$ cat src/hw/rtl/bbl_pkg.sv
// Package for the 3x3 box blur: shared types, register codes and divide constants.
// Used by every module under hw/rtl; depends on nothing.
package bbl_pkg;

    localparam int PIX_W        = 8;
    localparam int SIZE_W       = 10;
    localparam int SUM_W        = 12;
    localparam int MIN_SIZE     = 3;
    localparam int HEIGHT_LIMIT = 512;
    localparam int SIZE_RESET   = 512;

    // floor(x / 9) == (x * 7282) >> 16 for every x up to 9 * 255
    localparam int                 DIV9_MULT_W = 13;
    localparam int                 DIV9_SHIFT  = 16;
    localparam int                 PROD_W      = 25;
    localparam logic [DIV9_MULT_W-1:0] DIV9_MULT = 13'd7282;

    typedef enum logic [0:0] {
        REG_FRAME_WIDTH  = 1'b0,
        REG_FRAME_HEIGHT = 1'b1
    } reg_idx_t;

    // per-pixel decisions handed from the position counters to the datapath
    typedef struct packed {
        logic emit;
        logic interior;
        logic last;
    } pix_flags_t;

endpackage

$ cat src/hw/rtl/bbl_window.sv
// 3x3 window and output stage of the box blur: shift window, sum, divide by nine (centre on borders), hold result.
// Depends on bbl_pkg.
module bbl_window (
    input  logic                      clk,
    input  logic                      rst_n,
    input  logic                      in_act,
    output logic                      in_ready,
    input  logic [bbl_pkg::PIX_W-1:0] in_pix,
    input  bbl_pkg::pix_flags_t       in_flags,
    input  logic [bbl_pkg::PIX_W-1:0] top,
    input  logic [bbl_pkg::PIX_W-1:0] mid,
    input  logic                      out_ready,
    output logic                      out_valid,
    output logic [bbl_pkg::PIX_W-1:0] out_pixel,
    output logic                      out_last
);

    logic                      s1_valid_reg;
    logic [bbl_pkg::PIX_W-1:0] s1_pix_reg;
    bbl_pkg::pix_flags_t       s1_flags_reg;
    logic                      s2_valid_reg;
    bbl_pkg::pix_flags_t       s2_flags_reg;
    logic [bbl_pkg::PIX_W-1:0] win_reg [9];
    logic                      out_valid_reg;
    logic [bbl_pkg::PIX_W-1:0] out_pixel_reg;
    logic                      out_last_reg;

    logic                          out_free;
    logic                          s2_take;
    logic                          s2_adv;
    logic                          s1_adv;
    logic [bbl_pkg::SUM_W-1:0]     sum;
    logic [bbl_pkg::PROD_W-1:0]    prod;
    logic [bbl_pkg::PIX_W-1:0]     mean;

    assign out_free = !out_valid_reg || out_ready;
    assign s2_take  = !s2_valid_reg || out_free;
    assign s2_adv   = s2_valid_reg && out_free;
    assign s1_adv   = s1_valid_reg && s2_take;
    assign in_ready = !s1_valid_reg || s2_take;

    assign out_valid = out_valid_reg;
    assign out_pixel = out_pixel_reg;
    assign out_last  = out_last_reg;

    always_ff @(posedge clk or negedge rst_n)
    begin
        if (!rst_n)
        begin
            s1_valid_reg  <= 1'b0;
            s2_valid_reg  <= 1'b0;
            out_valid_reg <= 1'b0;
        end
        else
        begin
            if (in_ready)
                s1_valid_reg <= in_act;
            if (s2_take)
                s2_valid_reg <= s1_valid_reg;
            if (out_free)
                out_valid_reg <= s2_valid_reg && s2_flags_reg.emit;
        end
    end

    always_ff @(posedge clk)
    begin
        if (in_act)
        begin
            s1_pix_reg   <= in_pix;
            s1_flags_reg <= in_flags;
        end
        if (s1_adv)
        begin
            s2_flags_reg <= s1_flags_reg;
            for (int r = 0; r < 3; r++)
            begin
                win_reg[3*r]     <= win_reg[3*r + 1];
                win_reg[3*r + 1] <= win_reg[3*r + 2];
            end
            win_reg[2] <= top;
            win_reg[5] <= mid;
            win_reg[8] <= s1_pix_reg;
        end
        if (s2_adv)
        begin
            out_pixel_reg <= s2_flags_reg.interior ? mean : win_reg[4];
            out_last_reg  <= s2_flags_reg.last;
        end
    end

    // floor(sum / 9) by reciprocal multiply
    always_comb
    begin
        sum = '0;
        for (int i = 0; i < 9; i++)
            sum = sum + bbl_pkg::SUM_W'(win_reg[i]);
        prod = bbl_pkg::PROD_W'(sum) * bbl_pkg::PROD_W'(bbl_pkg::DIV9_MULT);
        mean = prod[bbl_pkg::DIV9_SHIFT +: bbl_pkg::PIX_W];
    end

endmodule

$ cat config.mk
export PLATFORM = sky130hd
export DESIGN_NAME = bbl_window
export DESIGN_NICKNAME = d
export VERILOG_FILES = /design/src/hw/rtl/bbl_pkg.sv /design/src/hw/rtl/bbl_window.sv
export SDC_FILE = /design/constraint.sdc
export NUM_CORES = 1
export LEC_CHECK = 0
export ABC_CLOCK_PERIOD_IN_PS = 7600
export BUFFER_PORTS_ARGS = -buffer_cell sky130_fd_sc_hd__buf_2
export CORE_MARGIN = 2
export CORE_UTILIZATION = 56
export DETAILED_ROUTE_END_ITERATION = 16
export HOLD_SLACK_MARGIN = 0.1
export PLACE_DENSITY_LB_ADDON = 0.15
export SYNTH_ARGS = -nofsm -noshare
export SYNTH_HDL_FRONTEND = slang
export SYNTH_SLANG_ARGS = --single-unit
$ cat constraint.sdc
create_clock -name clk -period 7.6 [get_ports clk]
set_input_delay 0.76 -clock clk [delete_from_list [all_inputs] [get_ports clk]]
set_output_delay 0.76 -clock clk [all_outputs]
set_load 0.03 [all_outputs]
==> metrics.yaml <==
global_route:
  grt_overflow: 0
  grt_max_degree: 76
  grt_pass1_vias: 4167
  grt_util_all_layers: 0.2089
  grt_pass1_wl_um: 20790
  antenna_found_initial: 0
timing:
  fin_crit_sh: 1.029
  maxSlewViolCount: 0
  setup_violations: 7
  min_period_ps: 7818
  finalClockSkew_ps: 15.37
  setup_slack_ps: -218.5
  tns_ps: -997.9
  hold_violations: 0
  maxSlewHeadroom: 0.3735
  grt_setup_unrepaired: "true"
  fmax_mhz: 127.9
  tightestPinTransition_ps: 939.7
layout:
  n_antenna_cell: 0
  largest_reg_flops: 72
  syn2layout_area_growth_pct: 23.18
  layout-drive-gt1-share: 0.3121
  nets: 843
logic_synthesis:
  avgSynthCellArea_sq_um: 13.15
  syn_inst: 534
  synth.area.mux_share: 0.006415
  dominantRegCellSynth: "edfxtp_1"
  yosysTopAreaCellShare: 0.4063
  yosysWarnings: 0
  synth_fa_ha_area_frac: 0.3648
  synth_xor_area_frac: 0.03457
  synth_enable_flop_cells: 95
  yosysTopAreaCell: "edfxtp_1"
  mappedNetlistArea_sq_um: 7022
  syn-num-nets: 722
  synth_compound_area_frac: 0.06041
  ys_ff_latch: 98
  synth_top_family_by_area: "adder cells"
  async_flop_share: 0.03061
  synth_area_leaders: "edfxtp_1 (41%), fa_1 (22%), ha_1 (14%)"
  ys_seq_area_frac: 0.4170
  netlist-cell-type-count: 51
  synth-simple-area-share: 0.04152
setup_path:
  start_kind: "register"
  crit_path_max_fanout: 3
  cp.buffers_inverters: 11
  crit_slowest_cell: "fa_1"
  cp_data_arrival_time_ps: 7920
  cp_slowest_stage_delay_ps: 580
  end_kind: "register"
  cpMostUsedCell: "fa_1"
  path_delay_family: "adder cells"
  required_ps: 7700
  critPathKind: "register to register"
clocking:
  cts_hold_buf: 0
  clk_path_buf_depth: 2
  path_clk_slew_ps: 70
  tritoncts.num_buffers: 9
  htree_levels: 3
  cts_sinks: 98
  cts_tree: "yes"
  clock_latency_ps: 360
  cts_root_buffer: "clkbuf_16"
outcome:
  violations: "setup timing"
  status: "finished, violations left"
die:
  start_util: 0.5798
  coreArea_sq_um: 12110
  io_pins: 42
  rows: 40
  die_area_sq_um: 13450
  die_y_um: 116.0
  die_w_um: 116.0
route:
  vias: 4107
  topRoutingLayerUsed: "met4"
  drtPass1Iterations: 4
  viasPerCell: 4.960
  drt_wl_total_um: 12920
  wl_per_cell_um: 15.60
  m1WireLength_um: 5673
  drt_iter0_markers: 163
  wl_met3_um: 473
  met2_length_um: 6657
  route.detailed.drc: 0
  antenna_left: 0
hold_path:
  min_path_type: "input pin to asynchronous set/reset pin"
placement:
  post-dp-hpwl_um: 9678
  gp_congestion: 0.8820
  io_buffers: 41
job:
  maxCapViolCount: 0
-- stage by stage --
step	utilization	worst slack, ps	std cells	hold slack (ps)	cell area (sq um)
after floorplan	-	10.08	534	400.3	7093
after global placement	0.6533	-353.1	796	401.7	7913
after detailed placement	0.6533	-499.4	796	405.5	7913
after CTS	0.6970	-215.8	821	180.0	8442
after global routing	0.7142	-472.0	828	184.5	8650
final	0.7142	-218.5	828	189.1	8650
-- cell usage in the layout (no fill, tap or decap), types with 5 or more instances in the layout --
cell type / synthesis / routed
inv_1: 140 / 129
edfxtp_1: 95 / 95
fa_1: 78 / 74
buf_4: 0 / 64
ha_1: 79 / 62
buf_2: 0 / 41
ha_4: 0 / 13
inv_2: 0 / 11
nand2_1: 12 / 11
xor2_1: 10 / 9
clkbuf_16: 0 / 9
nor2_1: 9 / 8
a21oi_2: 2 / 6
a21o_1: 6 / 6
o21ai_0: 9 / 6
xnor2_1: 9 / 6
nand3_1: 7 / 6
buf_6: 0 / 6
xnor2_2: 2 / 5
-- timing repair --
action                                  4_1_cts  5_1_grt
endpoints found under the setup margin        8        8
endpoints found under the hold margin         0        0
pin swaps                                    48       38
resized for setup                            28       33
buffers inserted                             10        7
-- cell usage after synthesis, types with 2 or more instances --
library cell	instances
inv_1	140
edfxtp_1	95
ha_1	79
fa_1	78
nand2_1	12
xor2_1	10
a21oi_1	9
nor2_1	9
o21ai_0	9
xnor2_1	9
nand3_1	7
a21o_1	6
and2_1	5
mux2_2	4
o211ai_1	4
a211oi_1	3
a31oi_1	3
dfrtp_1	3
nand2b_1	3
o21a_1	3
o21ai_1	3
a21o_2	2
a21oi_2	2
a31o_2	2
nand4_1	2
nor2b_1	2
nor4_1	2
o211ai_2	2
o21bai_1	2
or2_2	2
xnor2_2	2
-- worst paths after layout --
| check | from | to | slack, ps | cells past startpoint |
|---|---|---|---|---|
| setup / recovery | win_reg[5][2]$_DFFE_PP_ | out_pixel[2]$_DFFE_PP_ | -220 | 33 |
| hold / removal | rst_n | out_valid$_DFFE_PN0P_ | 190 | 1 |
| setup reg to reg | win_reg[5][2]$_DFFE_PP_ | out_pixel[2]$_DFFE_PP_ | -220 | 33 |
| hold reg to reg | s1_pix_reg[7]$_DFFE_PP_ | win_reg[8][7]$_DFFE_PP_ | 420 | 0 |
| max in group asynchronous | rst_n | s2_valid_reg$_DFFE_PN0P_ | 7310 | 1 |
| min in group clk | s1_pix_reg[7]$_DFFE_PP_ | win_reg[8][7]$_DFFE_PP_ | 420 | 0 |
-- logic make-up (layout without fill, tap and decap cells) --
kind of cell | count (synthesis) | after routing
DFF | 98 | 98
and+or+nand+nor | 53 | 53
muxes | 4 | 4
adders and majority gates | 158 | 158
buffers and inverters | 141 | 267
xor gates and xnor gates | 23 | 23
AOI/OAI and AO/OA | 57 | 57
-- cell type report --
| cell class | instances | area (sq um) |
|---|---|---|
| clock buffers | 9 | 225.2 |
| flip-flops and latches | 98 | 2928 |
| repair buffers | 111 | 753.2 |
| multi-input cells | 295 | 3929 |
| clock inverters | 7 | 78.83 |
| well taps | 168 | 210.2 |
| inverters | 140 | 525.5 |
| fillers | 859 | 3462 |
-- layer usage --
| metal | vias to the layer above | GRT usage |
|---|---|---|
| li1 | 2002 | - |
| met1 | 2029 | 0.2893 |
| met2 | 66 | 0.3481 |
| met3 | 10 | 0.03975 |
| met4 | 0 | 0.04762 |
| met5 | - | 0 |
Power is not shown: default switching activity piles up to over one toggle a cycle in this logic, so the estimate is an artifact.
