$ cat config.mk
export PLATFORM = sky130hd
export DESIGN_NAME = bbl_regs
export DESIGN_NICKNAME = d
export VERILOG_FILES = /design/src/hw/rtl/bbl_pkg.sv /design/src/hw/rtl/bbl_regs.sv
export SDC_FILE = /design/constraint.sdc
export NUM_CORES = 1
export LEC_CHECK = 0
export CAP_MARGIN = 20
export CORE_ASPECT_RATIO = 0.75
export CORE_MARGIN = 10
export CORE_UTILIZATION = 62
export DETAILED_ROUTE_END_ITERATION = 6
export DONT_BUFFER_PORTS = 1
export PLACE_DENSITY = 0.89
export SLEW_MARGIN = 20
export SYNTH_ARGS = -nofsm -noshare
export SYNTH_HDL_FRONTEND = slang
export SYNTH_SLANG_ARGS = --single-unit
$ cat constraint.sdc
create_clock -name clk -period 1.57 [get_ports clk]
set_input_delay 0.157 -clock clk [delete_from_list [all_inputs] [get_ports clk]]
set_output_delay 0.157 -clock clk [all_outputs]
set_load 0.005 [all_outputs]
$ cat src/hw/rtl/bbl_pkg.sv
// Package for the 3x3 box blur: shared types, register codes and divide constants.
// Used by every module under hw/rtl; depends on nothing.
package bbl_pkg;

    localparam int PIX_W        = 8;
    localparam int SIZE_W       = 10;
    localparam int SUM_W        = 12;
    localparam int MIN_SIZE     = 3;
    localparam int HEIGHT_LIMIT = 512;
    localparam int SIZE_RESET   = 512;

    // floor(x / 9) == (x * 7282) >> 16 for every x up to 9 * 255
    localparam int                 DIV9_MULT_W = 13;
    localparam int                 DIV9_SHIFT  = 16;
    localparam int                 PROD_W      = 25;
    localparam logic [DIV9_MULT_W-1:0] DIV9_MULT = 13'd7282;

    typedef enum logic [0:0] {
        REG_FRAME_WIDTH  = 1'b0,
        REG_FRAME_HEIGHT = 1'b1
    } reg_idx_t;

    // per-pixel decisions handed from the position counters to the datapath
    typedef struct packed {
        logic emit;
        logic interior;
        logic last;
    } pix_flags_t;

endpackage

$ cat src/hw/rtl/bbl_regs.sv
// Configuration registers of the box blur: APB write/read and size saturation.
// Depends on bbl_pkg.
module bbl_regs #(
    parameter int MAX_WIDTH = 512,
    parameter int WW        = $clog2(MAX_WIDTH + 1)
) (
    input  logic                      clk,
    input  logic                      rst_n,
    input  logic                      psel,
    input  logic                      penable,
    input  logic                      pwrite,
    input  logic [2:0]                paddr,
    input  logic [31:0]               pwdata,
    output logic [31:0]               prdata,
    output logic                      pready,
    output logic [WW-1:0]             width_eff,
    output logic [bbl_pkg::SIZE_W-1:0] height_eff,
    output logic                      restart
);

    logic [bbl_pkg::SIZE_W-1:0] frame_width_reg;
    logic [bbl_pkg::SIZE_W-1:0] frame_height_reg;
    bbl_pkg::reg_idx_t          idx;
    logic                       wr_en;

    assign pready  = 1'b1;
    assign idx     = bbl_pkg::reg_idx_t'(paddr[2]);
    assign wr_en   = psel & penable & pwrite & pready;
    assign restart = wr_en;

    always_ff @(posedge clk or negedge rst_n)
    begin
        if (!rst_n)
        begin
            frame_width_reg  <= bbl_pkg::SIZE_W'(bbl_pkg::SIZE_RESET);
            frame_height_reg <= bbl_pkg::SIZE_W'(bbl_pkg::SIZE_RESET);
        end
        else if (wr_en)
        begin
            unique case (idx)
                bbl_pkg::REG_FRAME_WIDTH:  frame_width_reg  <= pwdata[bbl_pkg::SIZE_W-1:0];
                bbl_pkg::REG_FRAME_HEIGHT: frame_height_reg <= pwdata[bbl_pkg::SIZE_W-1:0];
                default:                   frame_width_reg  <= frame_width_reg;
            endcase
        end
    end

    always_comb
    begin
        unique case (idx)
            bbl_pkg::REG_FRAME_WIDTH:  prdata = 32'(frame_width_reg);
            bbl_pkg::REG_FRAME_HEIGHT: prdata = 32'(frame_height_reg);
            default:                   prdata = '0;
        endcase
    end

    // saturate sizes to the supported range
    always_comb
    begin
        if (32'(frame_width_reg) < 32'(bbl_pkg::MIN_SIZE))
            width_eff = WW'(bbl_pkg::MIN_SIZE);
        else if (32'(frame_width_reg) > 32'(MAX_WIDTH))
            width_eff = WW'(MAX_WIDTH);
        else
            width_eff = WW'(frame_width_reg);

        if (32'(frame_height_reg) < 32'(bbl_pkg::MIN_SIZE))
            height_eff = bbl_pkg::SIZE_W'(bbl_pkg::MIN_SIZE);
        else if (32'(frame_height_reg) > 32'(bbl_pkg::HEIGHT_LIMIT))
            height_eff = bbl_pkg::SIZE_W'(bbl_pkg::HEIGHT_LIMIT);
        else
            height_eff = frame_height_reg;
    end

endmodule

==> results.txt <==
* Number of global-route vias before repair: between 900 and 1000
* Wire length of the first global-routing pass: 4900 µm
- Of all nets on the critical path, the largest fanout is 2.
- Total track usage: between 10% and 20%
- For the final database, setup skew stands at 0 ns.
* Largest net degree at the start of global routing: 21
* # port buffers: 0
- Highest achievable clock rate: around 0.6 GHz
* Synthesized netlist cell count: roughly 110
- Across all register-to-register paths, the minimum setup slack is between 0.4 and 0.5 ns.
* Number of antenna violations at the first check in global routing: 0
* Arrival time at the worst endpoint: 1.48 ns
- Total congestion overflow: 0
* Post-DRT Antenna Nets: 0
- After synthesis, the largest family of logic cells by area is multiplexers.
- RePlAce Congestion: 0.747
* Final Non-Filler Cells: 161
- Headroom to the max-slew limit came out at 39.3%.
- Once routing completed, OpenROAD measured the worst setup slack at -0.0625 ns.
* Synth Area in Simple Gates: 12.6%
- In this run the static leakage power is between 0.7 and 0.8 nW.
- Wirelength per Cell: between 20 and 25 µm
* Placeable Area: 1980 µm²
* Clock Tree Buf Depth: 2
* Warnings from Yosys: 0
- The floorplan step defined a die boundary enclosing between 4000 and 5000 µm².
* Number of remaining DRC errors: 0
* Setup TNS after final layout: -0.120 ns
- Final Max Slew Viols: 0
- Master cell of the clock root buffer: sky130_fd_sc_hd__clkbuf_4
- The synthesized netlist devotes 2.74% of its cell area to compound gates.
- Adder-cell share of the synthesized area: 0%
- Post-route fraction of the period consumed by the critical path: 104%
- For this design the top-level I/O count stands at 94.
- The die is 72.4 µm wide.
- Clock tree from TritonCTS: built
- The clock reaches the later pin of the worst-skew pair after between 0.2 and 0.3 ns.
- Pre-CTS setup slack: 0.203 ns
- Setup repair after global routing could not meet its margin everywhere.
- Via/cell ratio: 5.45
* Startpoint type of the worst setup path: register
- The library cells used most frequently in the layout, excluding fill and tap cells, are sky130_fd_sc_hd__conb_1 (23), sky130_fd_sc_hd__mux2_2 (18), sky130_fd_sc_hd__dfrtp_1 (18), sky130_fd_sc_hd__buf_4 (15), sky130_fd_sc_hd__nor2b_1 (14).
- In this run the power density over the cells is between 1000 and 1500 nW/µm².
* Initial cell density of the core: roughly 65%
- Setup violations remaining at the end of the flow were counted as 4.
- At the pin with the least slew margin, the transition time is between 0.9 and 1 ns.
- Yosys cell types: 18
- Dividing the synthesized area by the synthesized cell count gives around 11 µm².
- STA classifies the critical path endpoint as an output port.
* CTS HTree Levels: 1
- Critical setup path kind: register to output port
* Placed insts: between 100 and 150
- At the worst endpoint, the required time is 1.41 ns.
- After synthesis, flip-flops and latches occupy between 30% and 40% of the total area.
- After floorplanning, the core was divided into 14 placement rows.
- The design draws 1.72 mW.
- Most frequent standard cell in the layout excluding fill and tap cells: sky130_fd_sc_hd__conb_1
- For this run, the post-layout net count is 178.
- Cells with a size suffix above 1 make up a little over two fifths of the layout.
* Result of the run: finished with violations
* Register clock-pin slew on the reported worst setup and hold paths: about 0.11 ns
- First drt pass iteration count: 4
- Number of DRC markers after the initial detailed-route iteration: 54
* Total standard cell area after synthesis: between 1000 and 1500 µm²
* Inserted Clock Buffers: 3
- The detailed router placed 878 vias in this run.
* Classification of the worst-slack hold path: input pin to register
- Detailed-placement wirelength estimate: 2300 µm
- From bottom edge to top edge, the die measures between 50 and 60 µm.
- Worst VDD drop: 0.000794 V
- Flip-flop and latch count after synthesis: 20
- Clock tree sinks: 20
- The portion of synthesized area spent on multiplexers is 27.6%.
* Number of hold violations in the final report: 0
- Total Routed Length: around 3600 µm
- Failing checks: negative setup slack
- Clock period minus final worst setup slack: ~1.6 ns
- Area growth from synthesis to final layout: 19.0%
- Number of violations of the max-capacitance limit: 0
* Antenna diode instance count: 0
- After Yosys synthesis, XOR and XNOR cells account for 0% of the synthesized area.
worst max-delay path, cell delays in order, from the launching register on:
cell and delay, ns:
sky130_fd_sc_hd__dfrtp_1 0.40, sky130_fd_sc_hd__or4_4 0.58, sky130_fd_sc_hd__o22ai_2 0.19
final timing paths:
| path | startpoint | end | cells past startpoint |
|---|---|---|---|
| setup / recovery | frame_width_reg[4]$_DFFE_PN0P_ | width_eff[1] | 2 |
| hold / removal | paddr[2] | frame_height_reg[7]$_DFFE_PN0P_ | 2 |
| setup reg to reg | frame_width_reg[9]$_DFFE_PN1P_ | frame_width_reg[9]$_DFFE_PN1P_ | 2 |
| hold reg to reg | frame_width_reg[0]$_DFFE_PN0P_ | frame_width_reg[0]$_DFFE_PN0P_ | 1 |
| max in group asynchronous | rst_n | frame_width_reg[1]$_DFFE_PN0P_ | 1 |
| min in group asynchronous | rst_n | frame_width_reg[3]$_DFFE_PN0P_ | 1 |
timing repair:
action	4_1_cts	5_1_grt
hold endpoints to repair	39	1
buffers inserted	10	6
pin swaps	6	4
hold buffers	11	1
setup endpoints to repair	4	4
resized for setup	11	1
synth_stat cells:
master	instances	area, µm²
sky130_fd_sc_hd__o21ai_0	2	10.0
sky130_fd_sc_hd__nand4_4	1	21.3
sky130_fd_sc_hd__nand2_1	2	7.51
sky130_fd_sc_hd__dfrtp_1	18	450
sky130_fd_sc_hd__mux2_2	18	203
sky130_fd_sc_hd__nor2b_1	14	87.6
sky130_fd_sc_hd__o22ai_1	4	25.0
sky130_fd_sc_hd__inv_1	4	15.0
sky130_fd_sc_hd__or4_1	4	30.0
sky130_fd_sc_hd__buf_4	23	173
sky130_fd_sc_hd__dfstp_2	2	52.6
sky130_fd_sc_hd__mux2_4	10	150
sky130_fd_sc_hd__conb_1	2	7.51
sky130_fd_sc_hd__buf_2	1	5.00
sky130_fd_sc_hd__and3_1	1	6.26
sky130_fd_sc_hd__nand4b_1	1	8.76
sky130_fd_sc_hd__clkbuf_1	4	15.0
sky130_fd_sc_hd__buf_6	1	11.3
per-stage QoR:
step	hold WS (ns)	cell area, µm²	utilization [%]
CTS	0.00369	1470	74.0
finish	0.185	1520	76.9
global route	0.179	1520	76.9
floorplan	-0.139	1360	-
global placement	-0.138	1190	60.2
detailed placement	-0.138	1190	60.2
cell type report:
class | instances | area (µm²)
Sequential cell | 20 | 507
Multi-Input combinational cell | 80 | 698
Tap cell | 24 | 30.0
Timing Repair Buffer | 29 | 245
Clock buffer | 4 | 26.3
Inverter | 4 | 15.0
Fill cell | 139 | 458
per-layer routing:
layer	part of all wire [%]	routed length [µm]	vias to the layer above	global-route usage, %
met5	0	0	-	0
met4	0.81	29	0	2.43
met3	9.1	324	4	6.87
met2	52	1850	50	26.5
met1	38	1380	440	14.7
li1	-	-	384	-
cells by family (layout without fill, tap and decap cells):
group                  after synthesis  count (layout)
buffers and inverters               33              37
muxes                               28              28
and+or+nand+nor                     23              23
DFF                                 20              20
AOI/OAI and AO/OA                    6               6
other                                2              23
power by group:
part	internal, mW	leakage, nW	switching [mW]	total, mW
sequential	0.642	0.238	0.124	0.766
clock	0.0990	0.0150	0.154	0.253
combinational	0.397	0.470	0.300	0.697
No activity file was read; power rests on OpenSTA's default activity.
