==> config.mk <==
export PLATFORM = sky130hd
export DESIGN_NAME = bbl_ctrl
export DESIGN_NICKNAME = d
export VERILOG_FILES = /design/src/hw/rtl/bbl_pkg.sv /design/src/hw/rtl/bbl_ctrl.sv
export SDC_FILE = /design/constraint.sdc
export NUM_CORES = 1
export LEC_CHECK = 0
export ABC_AREA = 0
export BUFFER_PORTS_ARGS = -buffer_cell sky130_fd_sc_hd__buf_2
export CAP_MARGIN = 20
export CORE_ASPECT_RATIO = 0.9
export CORE_UTILIZATION = 55
export CTS_CLUSTER_SIZE = 14
export DETAILED_ROUTE_END_ITERATION = 10
export PLACE_DENSITY_LB_ADDON = 0.12
export SLEW_MARGIN = 10
export SYNTH_ARGS = -nofsm -noshare
export SYNTH_HDL_FRONTEND = slang
export SYNTH_SLANG_ARGS = --single-unit
==> constraint.sdc <==
create_clock -name clk -period 4.7 [get_ports clk]
set_input_delay 1.175 -clock clk [delete_from_list [all_inputs] [get_ports clk]]
set_output_delay 1.175 -clock clk [all_outputs]
set_load 0.01 [all_outputs]
==> src/hw/rtl/bbl_pkg.sv <==
// Package for the 3x3 box blur: shared types, register codes and divide constants.
// Used by every module under hw/rtl; depends on nothing.
package bbl_pkg;

    localparam int PIX_W        = 8;
    localparam int SIZE_W       = 10;
    localparam int SUM_W        = 12;
    localparam int MIN_SIZE     = 3;
    localparam int HEIGHT_LIMIT = 512;
    localparam int SIZE_RESET   = 512;

    // floor(x / 9) == (x * 7282) >> 16 for every x up to 9 * 255
    localparam int                 DIV9_MULT_W = 13;
    localparam int                 DIV9_SHIFT  = 16;
    localparam int                 PROD_W      = 25;
    localparam logic [DIV9_MULT_W-1:0] DIV9_MULT = 13'd7282;

    typedef enum logic [0:0] {
        REG_FRAME_WIDTH  = 1'b0,
        REG_FRAME_HEIGHT = 1'b1
    } reg_idx_t;

    // per-pixel decisions handed from the position counters to the datapath
    typedef struct packed {
        logic emit;
        logic interior;
        logic last;
    } pix_flags_t;

endpackage

==> src/hw/rtl/bbl_ctrl.sv <==
// Raster position counters of the box blur: accept/ignore decision and per-pixel flags.
// Depends on bbl_pkg.
module bbl_ctrl #(
    parameter int MAX_WIDTH = 512,
    parameter int AW        = $clog2(MAX_WIDTH),
    parameter int WW        = $clog2(MAX_WIDTH + 1)
) (
    input  logic                       clk,
    input  logic                       rst_n,
    input  logic [WW-1:0]              width_eff,
    input  logic [bbl_pkg::SIZE_W-1:0] height_eff,
    input  logic                       restart,
    input  logic                       in_valid,
    input  logic                       in_ready,
    input  logic                       in_flush,
    output logic                       act,
    output logic [AW-1:0]              col,
    output bbl_pkg::pix_flags_t        flags
);

    logic [AW-1:0]              col_reg;
    logic [AW-1:0]              col_next;
    logic [bbl_pkg::SIZE_W-1:0] row_reg;
    logic [bbl_pkg::SIZE_W-1:0] row_next;
    logic [WW-1:0]              col_inc;
    logic                       draining;
    logic                       accept;

    assign accept   = in_valid & in_ready;
    assign draining = row_reg >= height_eff;
    // a flush counts only while draining, a pixel only before it
    assign act      = accept & (in_flush == draining);
    assign col      = col_reg;
    assign col_inc  = WW'(col_reg) + WW'(1);

    always_comb
    begin
        flags.emit     = (row_reg >= bbl_pkg::SIZE_W'(2)) ||
                         ((row_reg == bbl_pkg::SIZE_W'(1)) && (col_reg != '0));
        flags.interior = (col_reg >= AW'(2)) && (row_reg >= bbl_pkg::SIZE_W'(2)) &&
                         (row_reg < height_eff);
        flags.last     = (row_reg == height_eff + bbl_pkg::SIZE_W'(1)) && (col_reg == '0);

        col_next = col_reg;
        row_next = row_reg;
        if (flags.last)
        begin
            col_next = '0;
            row_next = '0;
        end
        else if (col_inc >= width_eff)
        begin
            col_next = '0;
            row_next = row_reg + bbl_pkg::SIZE_W'(1);
        end
        else
        begin
            col_next = AW'(col_inc);
        end
    end

    always_ff @(posedge clk or negedge rst_n)
    begin
        if (!rst_n)
        begin
            col_reg <= '0;
            row_reg <= '0;
        end
        else if (restart)
        begin
            col_reg <= '0;
            row_reg <= '0;
        end
        else if (act)
        begin
            col_reg <= col_next;
            row_reg <= row_next;
        end
    end

`ifndef NO_ASSERTIONS
    a_frame_wrap : assert property (@(posedge clk) disable iff (!rst_n)
        act && flags.last |=> (col_reg == '0) && (row_reg == '0))
        else $error("position counters did not return to zero after frame end");

    a_ignored_item : assert property (@(posedge clk) disable iff (!rst_n)
        accept && !act && !restart |=> $stable(col_reg) && $stable(row_reg))
        else $error("ignored request moved the position counters");

    a_row_bound : assert property (@(posedge clk) disable iff (!rst_n)
        $past(restart) |-> (row_reg == '0) && (col_reg == '0))
        else $error("register write did not restart the frame");
`endif

endmodule

==> results of run 1 <==
==> power by group <==
part           leakage (µW)  internal [µW]  switching, µW
clock network     0.0000228           60.3           53.1
registers          0.000265            164           2.35
logic              0.000900           32.1           49.7
==> path summary, 6_finish.rpt <==
path | start | to | slack, ns | cells after the start
worst max-delay path | height_eff[3] | act | 0.44 | 9
worst min-delay path | col[4]$_DFFE_PN0P_ | col[4]$_DFFE_PN0P_ | 0.60 | 1
worst max register to register | col[2]$_DFFE_PN0P_ | col[6]$_DFFE_PN0P_ | 1.45 | 10
worst min register to register | col[4]$_DFFE_PN0P_ | col[4]$_DFFE_PN0P_ | 0.60 | 1
max in group asynchronous | rst_n | row_reg[2]$_DFFE_PN0P_ | 3.55 | 1
min in group asynchronous | rst_n | row_reg[9]$_DFFE_PN0P_ | 0.84 | 1
==> placed cells by master, fill, tap and decap left out, types with 6 or more instances in the layout <==
master and instances:
nand3_1 18, o21ai_0 11, dfrtp_1 19, o211ai_1 11, and3_1 6, nor2_1 8
buf_2 38, ha_1 27, a21oi_1 7, nand4_1 7, nand2b_1 8, nand2_1 24
inv_1 29, nor3_1 7, xnor2_1 15
==> stage by stage <==
| stage | hold WS [ns] | setup WS (ns) | total power (µW) | std cells | area, µm² |
|---|---|---|---|---|---|
| 6_report | 0.596 | 0.444 | 362 | 352 | 2490 |
| 3_3_place_gp | 0.571 | 0.502 | 249 | 348 | 2440 |
| 3_5_place_dp | 0.577 | 0.508 | 251 | 348 | 2440 |
| 4_1_cts | 0.595 | 0.498 | 364 | 352 | 2490 |
| 2_1_floorplan | 0.520 | 0.845 | 220 | 278 | 2240 |
| 5_1_grt | 0.631 | 0.383 | 384 | 352 | 2490 |
==> cell families after synthesis <==
family / synth area share (%)
and+or+nand+nor: 26.1
buffers and inverters: 7.75
xor gates and xnor gates: 7.02
adders and majority gates: 15.0
AOI/OAI and AO/OA: 22.9
DFF: 21.2
==> critical path, stage by stage <==
cell	delay, ns
buf_2	0.12
inv_1	0.18
ha_1	0.28
a21oi_1	0.13
o21ai_0	0.16
a211oi_1	0.56
nand2_1	0.20
nand2_1	0.13
buf_2	0.13
==> area by class of cell <==
cell class / count / share of cell area [%]
clock buffer: 4 / 1.81
tap: 46 / 2.31
multi-input combinational: 214 / 64.1
timing repair buffer: 40 / 8.25
sequential: 19 / 19.1
inverter: 29 / 4.38
==> metal layers <==
metal	share of wire [%]	wire [µm]	track usage, %	up-vias
met4	0.13	7	1.53	0
met2	40	2150	37.0	71
met5	0	0	0	-
met1	54	2920	42.9	1011
li1	-	-	-	1084
met3	6.7	365	5.48	2
==> run_results.csv, run 1 <==
group,metric,value,unit
routing,vias,2168,
timing,setup_viol,0,
final_layout,area_growth,10.8,%
final_layout,largest_reg_flops,10,
timing,tns,0,ns
logic_synthesis,postSynthCellCount,278,
routing,drt_pass1_iterations,5,
logic_synthesis,ys_seq_elements,19,
critical_path,path_max_fanout,5,
timing,drv_slew,0,
place,io_buffer_count,38,
logic_synthesis,synth_common_cells,"inv_1 (29), ha_1 (27), nand2_1 (24), dfrtp_1 (19), nand3_1 (18)",
flow_run,max_cap_viol_count,0,
critical_path,required,3.52,ns
logic_synthesis,syn_avg_cell_area,8.07,µm²
floorplanning,fp.dieW,69.3,µm
cts,root_buffer,"clkbuf_8",
routing,drtIter0Drc,312,
critical_path,arrival,3.08,ns
cts,cts_buffer_depth,2,
timing,fmax,0.235,GHz
logic_synthesis,yosys.area.top_type,"dfrtp_1",
logic_synthesis,synthesis.nets,331,
cts,cts_hold_buffers,0,
final_layout,fillerInstances,358,
routing,ant_nets,0,
power,vdd_drop_max,0.000191,V
timing,tightest_slew,0.584,ns
global_routing,grt_use_total,26.5,%
timing,final.period_utilization,90.6,%
critical_path,cp-start-kind,"input pin",
logic_synthesis,syn-cell-area,2240,µm²
place,dpl.hpwl,4340,µm
floorplanning,die_h,62.6,µm
global_routing,grt_start_max_net_pins,20,
floorplanning,core,3810,µm²
cts,cts_tree,"done",
final_layout,final_util,65.3,%
final_layout,multi_input_area,1600,µm²
cts,clk_pin_slew,0.07,ns
global_routing,antenna_found_initial,0,
routing,remaining_drc_errors,0,
logic_synthesis,synth_most_common_cell,"inv_1",
floorplanning,rows,21,
final_layout,seqCellArea,475,µm²
cts,cts_htree_levels,1,
routing,wl,5450,µm
hold_path,min_path_type,"reg2reg",
timing,slew-limit-headroom,60.8,%
logic_synthesis,synth_area_leaders,"dfrtp_1 (21%), ha_1 (15%), xnor2_1 (5.9%), inv_1 (4.8%), nand3_1 (4.0%)",
logic_synthesis,seq_area_frac_synth,21.2,%
global_routing,first_global_vias,1877,
cts,cts_sinks,19,
timing,rsz0062_at_grt,"no",
logic_synthesis,synth-edff-count,0,
power,power.density,146,nW/µm²
floorplanning,io_pins,39,
logic_synthesis,async_flop_share,100,%
cts,post-cts-setup-buffers,0,
place,gp_congestion,0.892,
final_layout,drive_above_1_share,18.6,%
timing,period_needed,4.26,ns
logic_synthesis,ys_types,57,
routing,avgViaCountPerCell,6.16,
floorplanning,start_util,58.9,%
floorplanning,die_area,4340,µm²
timing,hold_viol,0,
routing,routedWlPerCell,15.5,µm
cts,cts-buffers-inserted,3,
final_layout,finalNetCount,360,
global_routing,grt_pass1_wl,9360,µm
global_routing,grt_overflow,0,
power,power_leakage,0.00119,µW
timing,clock_skew,0.00758,ns
cts,ctsResizeCount,0,
logic_synthesis,yosysWarnings,0,
logic_synthesis,synth-main-ff-cell,"dfrtp_1",
logic_synthesis,yosysTopAreaCellShare,21.2,%
final_layout,diodes,0,
critical_path,critPathKind,"in2out",
cts,clk-insertion-delay-late,0.26,ns
outcome,status,"complete, no violations",
critical_path,endpoint_kind,"primary output",
Note: power is estimated with default switching activity, not from simulation.
==> run 2, diff against run 1 <==
--- a/config.mk
+++ b/config.mk
@@ -12,7 +12,8 @@
 export CORE_UTILIZATION = 55
 export CTS_CLUSTER_SIZE = 14
 export DETAILED_ROUTE_END_ITERATION = 10
-export PLACE_DENSITY_LB_ADDON = 0.12
+export PLACE_DENSITY = 0.79
+export REMOVE_ABC_BUFFERS = 1
 export SLEW_MARGIN = 10
 export SYNTH_ARGS = -nofsm -noshare
 export SYNTH_HDL_FRONTEND = slang
==> run 2 against run 1 <==
Against the previous run: sequential share of layout area rose by 0.058 points; sequential power barely moved; die area stayed put; via count rose by 0.92%; maximum frequency rose by 5.7%; combinational power decreased by 2%; global-route usage increased by 0.62 points; final cell count down 0.28%; clock skew decreased by 0.0058 ns; count of clock-buffer cells in the layout unchanged; total power grew 0.80%; hold slack better by 0.013 ns; largest power group unchanged.
==> run_results.csv, run 2 (same netlist as run 1, synthesis figures left out) <==
group,metric,value,unit
floorplanning,fp.dieW,69.3,µm
routing,drtIter0Drc,164,
routing,drt_pass1_iterations,4,
power,power_leakage,0.00118,µW
floorplanning,start_util,58.9,%
critical_path,cpPeakStageDelay,0.38,ns
critical_path,timing.critical_path.buf_inv,3,
timing,fin_ws,0.672,ns
critical_path,critPathTopFamily,"compound AO/OA/AOI/OAI gates",
cts,cts_tree,"done",
floorplanning,die_h,62.6,µm
cts,cts_sinks,19,
cts,cts_htree_levels,1,
critical_path,path_depth,9,
cts,cts-buffers-inserted,3,
timing,setup_viol,0,
global_routing,grt_pass1_wl,9630,µm
place,gp_congestion,0.836,
power,vdd_drop_max,0.0000961,V
routing,routedWlPerCell,15.9,µm
final_layout,finalNetCount,359,
timing,rsz0062_at_grt,"no",
power,power,365,µW
timing,clock_skew,0.00183,ns
cts,clk-insertion-delay-late,0.26,ns
hold_path,min_path_type,"reg2reg",
cts,root_buffer,"clkbuf_8",
timing,period_needed,4.03,ns
routing,avgViaCountPerCell,6.23,
floorplanning,rows,21,
final_layout,area_growth,10.5,%
cts,cts_hold_buffers,0,
final_layout,diodes,0,
timing,drv_slew,0,
final_layout,drive_above_1_share,18.4,%
routing,vias,2188,
place,dpl.hpwl,4360,µm
floorplanning,die_area,4340,µm²
place,post-place-ws,0.709,ns
place,io_buffer_count,38,
timing,fmax,0.248,GHz
critical_path,required,3.52,ns
timing,slew-limit-headroom,60.9,%
global_routing,grt_overflow,0,
global_routing,first_global_vias,2093,
critical_path,arrival,2.85,ns
critical_path,path_max_fanout,5,
final_layout,largest_reg_flops,10,
cts,cts_buffer_depth,2,
final_layout,mostFrequentLayoutCells,"buf_2 (38), inv_1 (29), ha_1 (27), nand2_1 (24), dfrtp_1 (19)",
timing,hold_viol,0,
critical_path,slowest_stage,"a211oi_1",
timing,tns,0,ns
critical_path,path_cells,"buf_2, inv_1, ha_1, a21oi_1, o21ai_0, a211oi_1, a21o_1, nand2_1, buf_2",
critical_path,worst_r2r_path_depth,10,
cts,clk_pin_slew,0.07,ns
critical_path,cp-start-kind,"input pin",
final_layout,final_common_cell,"buf_2",
global_routing,grt_start_max_net_pins,20,
timing,tightest_slew,0.580,ns
routing,remaining_drc_errors,0,
routing,ant_nets,0,
outcome,status,"complete, no violations",
floorplanning,core,3810,µm²
critical_path,crit_top_cell,"buf_2",
critical_path,critPathKind,"in2out",
cts,ctsResizeCount,0,
flow_run,max_cap_viol_count,0,
global_routing,grt_use_total,27.2,%
floorplanning,io_pins,39,
timing,holdWs,0.610,ns
power,power.density,147,nW/µm²
cts,post-cts-setup-buffers,0,
routing,wl,5600,µm
timing,final.period_utilization,85.7,%
hold_path,min_path_cells,1,
global_routing,antenna_found_initial,0,
critical_path,endpoint_kind,"primary output",
[run 2: through the flow]
step / cells / util [%] / instance area [µm²]
6_report: 351 / 65.1 / 2480
5_1_grt: 351 / 65.1 / 2480
4_1_cts: 351 / 65.1 / 2480
3_5_place_dp: 347 / 63.9 / 2430
3_3_place_gp: 347 / 63.9 / 2430
2_1_floorplan: 262 / - / 2180
[run 2: final timing paths]
kind | startpoint | end | slack [ns]
min reg2reg | col[8]$_DFFE_PN0P_ | col[8]$_DFFE_PN0P_ | 0.61
max in group asynchronous | rst_n | col[8]$_DFFE_PN0P_ | 3.54
min in group asynchronous | rst_n | row_reg[4]$_DFFE_PN0P_ | 0.85
max | height_eff[3] | act | 0.67
max reg2reg | col[2]$_DFFE_PN0P_ | col[4]$_DFFE_PN0P_ | 1.36
min | col[8]$_DFFE_PN0P_ | col[8]$_DFFE_PN0P_ | 0.61
[run 2: worst reg2reg max path, stage by stage (launching register included)]
cell and delay (ns):
dfrtp_1 0.49, and3_1 0.22, and3_1 0.29, nand3_1 0.13, xnor2_1 0.23, ha_1 0.28
a2111oi_0 0.38, o21ai_1 0.30, nand2_1 0.47, and3_4 0.33, a22o_1 0.15
[run 2: layer usage]
| layer | track usage [%] | up-vias | wire [µm] |
|---|---|---|---|
| met5 | 0 | - | 0 |
| met1 | 37.3 | 1019 | 2610 |
| met3 | 4.84 | 14 | 315 |
| met4 | 7.14 | 0 | 101 |
| li1 | - | 1077 | - |
| met2 | 43.8 | 78 | 2570 |
[run 2: final cells by class]
cell class	count	area, µm²
clock buffer	4	45.0
tap	46	57.6
sequential	19	475
timing repair buffer	39	198
fill	334	1330
inverter	29	109
multi-input combinational	214	1600
[run 2: where the power goes]
group          switching, µW  internal (µW)  total (µW)  leakage [µW]
Sequential              2.40            164         167      0.000265
Clock                   57.1           60.5         118     0.0000228
Combinational           49.1           31.4        80.5      0.000895
==> run 3, diff against run 2 <==
--- a/config.mk
+++ b/config.mk
@@ -8,7 +8,7 @@
 export ABC_AREA = 0
 export BUFFER_PORTS_ARGS = -buffer_cell sky130_fd_sc_hd__buf_2
 export CAP_MARGIN = 20
-export CORE_ASPECT_RATIO = 0.9
+export CORE_ASPECT_RATIO = 1.75
 export CORE_UTILIZATION = 55
 export CTS_CLUSTER_SIZE = 14
 export DETAILED_ROUTE_END_ITERATION = 10
==> constraint.sdc (replaced) <==
create_clock -name clk -period 4.17 [get_ports clk]
set_input_delay 1.0425 -clock clk [delete_from_list [all_inputs] [get_ports clk]]
set_output_delay 1.0425 -clock clk [all_outputs]
set_load 0.01 [all_outputs]
==> run 3 against run 2 <==
Against the previous run: critical path depth is the same; final cell count grew 0.85%; sequential power grew 13%; first-iteration DRC count down 62%; clock power is 15% higher; hold slack worse by 0.015 ns; sequential cell count unchanged; clock skew up 0.0044 ns; core utilization down 1.3 points; via count up 1.5%; setup slack lost 0.35 ns; critical endpoint unchanged; largest cell class unchanged.
==> run_results.csv, run 3 (same netlist as run 1, synthesis figures left out) <==
group,metric,value,unit
outcome,status,"complete, no violations",
routing,drt_pass1_iterations,4,
routing,ant_nets,0,
critical_path,r2r-start,"col[2]$_DFFE_PN0P_",
routing,wl_met1,2200,µm
power,sw_frac_of_total,30.6,%
floorplanning,rows,30,
routing,highest-signal-layer,"met4",
floorplanning,die_area,4350,µm²
final_layout,mostFrequentLayoutCells,"buf_2 (38), inv_1 (29), ha_1 (27), nand2_1 (24), dfrtp_1 (19)",
hold_path,min_path_type,"reg2reg",
routing,drtIter0Drc,63,
cts,root_buffer,"clkbuf_8",
hold_path,min_path_cells,1,
place,io_buffer_count,38,
floorplanning,start_util,57.5,%
routing,met2WireLength,3210,µm
cts,ctsResizeCount,0,
timing,holdWs,0.594,ns
floorplanning,core,3900,µm²
cts,clk-insertion-delay-late,0.26,ns
timing,fin_ws,0.326,ns
critical_path,endpoint_kind,"primary output",
timing,fmax,0.260,GHz
timing,rsz0062_at_grt,"no",
timing,hold_viol,0,
critical_path,worst_r2r_path_depth,10,
global_routing,grt_use_total,29.0,%
routing,remaining_drc_errors,0,
cts,cts_htree_levels,1,
critical_path,required,3.13,ns
place,post-place-ws,0.347,ns
final_layout,area_growth,10.9,%
place,place_area,2440,µm²
routing,met3_length,192,µm
hold_path,holdPathEnd,"row_reg[9]$_DFFE_PN0P_",
routing,vias,2220,
critical_path,r2r_setup_slack,0.80,ns
critical_path,rr_endpoint,"col[8]$_DFFE_PN0P_",
timing,period_needed,3.84,ns
timing,tightest_slew,0.585,ns
power,power.density,168,nW/µm²
power,p_sw,128,µW
timing,final.period_utilization,92.2,%
power,p_int,290,µW
flow_run,max_cap_viol_count,0,
power,vdd_drop_max,0.000140,V
timing,drv_slew,0,
power,share_comb_of_total_power,22.3,%
routing,routedWlPerCell,16.6,µm
floorplanning,die_h,86.5,µm
global_routing,grt_pass1_wl,9680,µm
cts,cts-buffers-inserted,3,
global_routing,first_global_vias,2141,
critical_path,cp-start-kind,"input pin",
cts,clk_pin_slew,0.08,ns
timing,slew-limit-headroom,61.0,%
cts,cts_hold_buffers,0,
floorplanning,io_pins,39,
power,power_leakage,0.00119,µW
final_layout,finalNetCount,360,
floorplanning,fp.dieW,50.3,µm
cts,cts_sinks,19,
cts,cts_tree,"done",
critical_path,critPathKind,"in2out",
timing,clock_skew,0.00618,ns
global_routing,grt_start_max_net_pins,20,
place,gp_congestion,0.915,
power,p_seq_share,45.1,%
final_layout,final_common_cell,"buf_2",
hold_path,hold_start,"row_reg[9]$_DFFE_PN0P_",
global_routing,grt_overflow,0,
critical_path,path_max_fanout,5,
global_routing,antenna_found_initial,0,
final_layout,diodes,0,
final_layout,stdcell_area,2490,µm²
routing,avgViaCountPerCell,6.27,
timing,tns,0,ns
routing,wl,5890,µm
timing,setup_viol,0,
cts,cts_buffer_depth,2,
cts,post-cts-setup-buffers,0,
final_layout,largest_reg_flops,10,
place,dpl.hpwl,4710,µm
final_layout,drive_above_1_share,18.6,%
power,clockPowerShare,32.6,%
critical_path,arrival,2.80,ns
run 3: changes by cell type in the layout (fill, tap and decap cells not counted):
cell	previous run	this run
buf_4	1	2
run 3: layout make-up:
type | instances | area, µm²
multi-input cells | 214 | 1600
inverters | 29 | 109
flip-flops and latches | 19 | 475
repair buffers | 40 | 205
fillers | 358 | 1410
clock buffers | 4 | 45.0
well taps | 48 | 60.1
run 3: worst max path at each step:
stage,from,endpoint
6_report,height_eff[3],act
4_1_cts,height_eff[3],act
5_1_grt,height_eff[3],act
2_1_floorplan,height_eff[7],act
3_3_place_gp,height_eff[3],act
3_5_place_dp,height_eff[3],act
run 3: per-layer routing:
layer / up-vias / global-route usage (%)
met2: 72 / 54.8
met5: - / 0
met1: 1058 / 30.1
met4: 0 / 17.7
li1: 1070 / -
met3: 20 / 1.58
run 3: metrics by stage:
stage,instances,total power [µW],util [%]
2_1_floorplan,262,245,-
3_3_place_gp,350,282,62.6
3_5_place_dp,350,285,62.6
4_1_cts,354,417,63.8
5_1_grt,354,434,63.8
6_report,354,418,63.8
run 3: power groups by stage:
stage | logic, µW | registers, µW | clock network, µW
finish | 93.2 | 188 | 136
global route | 104 | 188 | 142
CTS | 93.5 | 188 | 135
detailed placement | 92.9 | 192 | 0
global placement | 90.7 | 192 | 0
floorplan | 53.6 | 192 | 0
run 3: worst max-delay path: stages:
cell      delay (ns)
buf_2           0.13
inv_1           0.17
ha_1            0.28
a21oi_1         0.14
o21ai_0         0.17
a211oi_1        0.43
a21o_1          0.22
nand2_1         0.09
buf_2           0.15
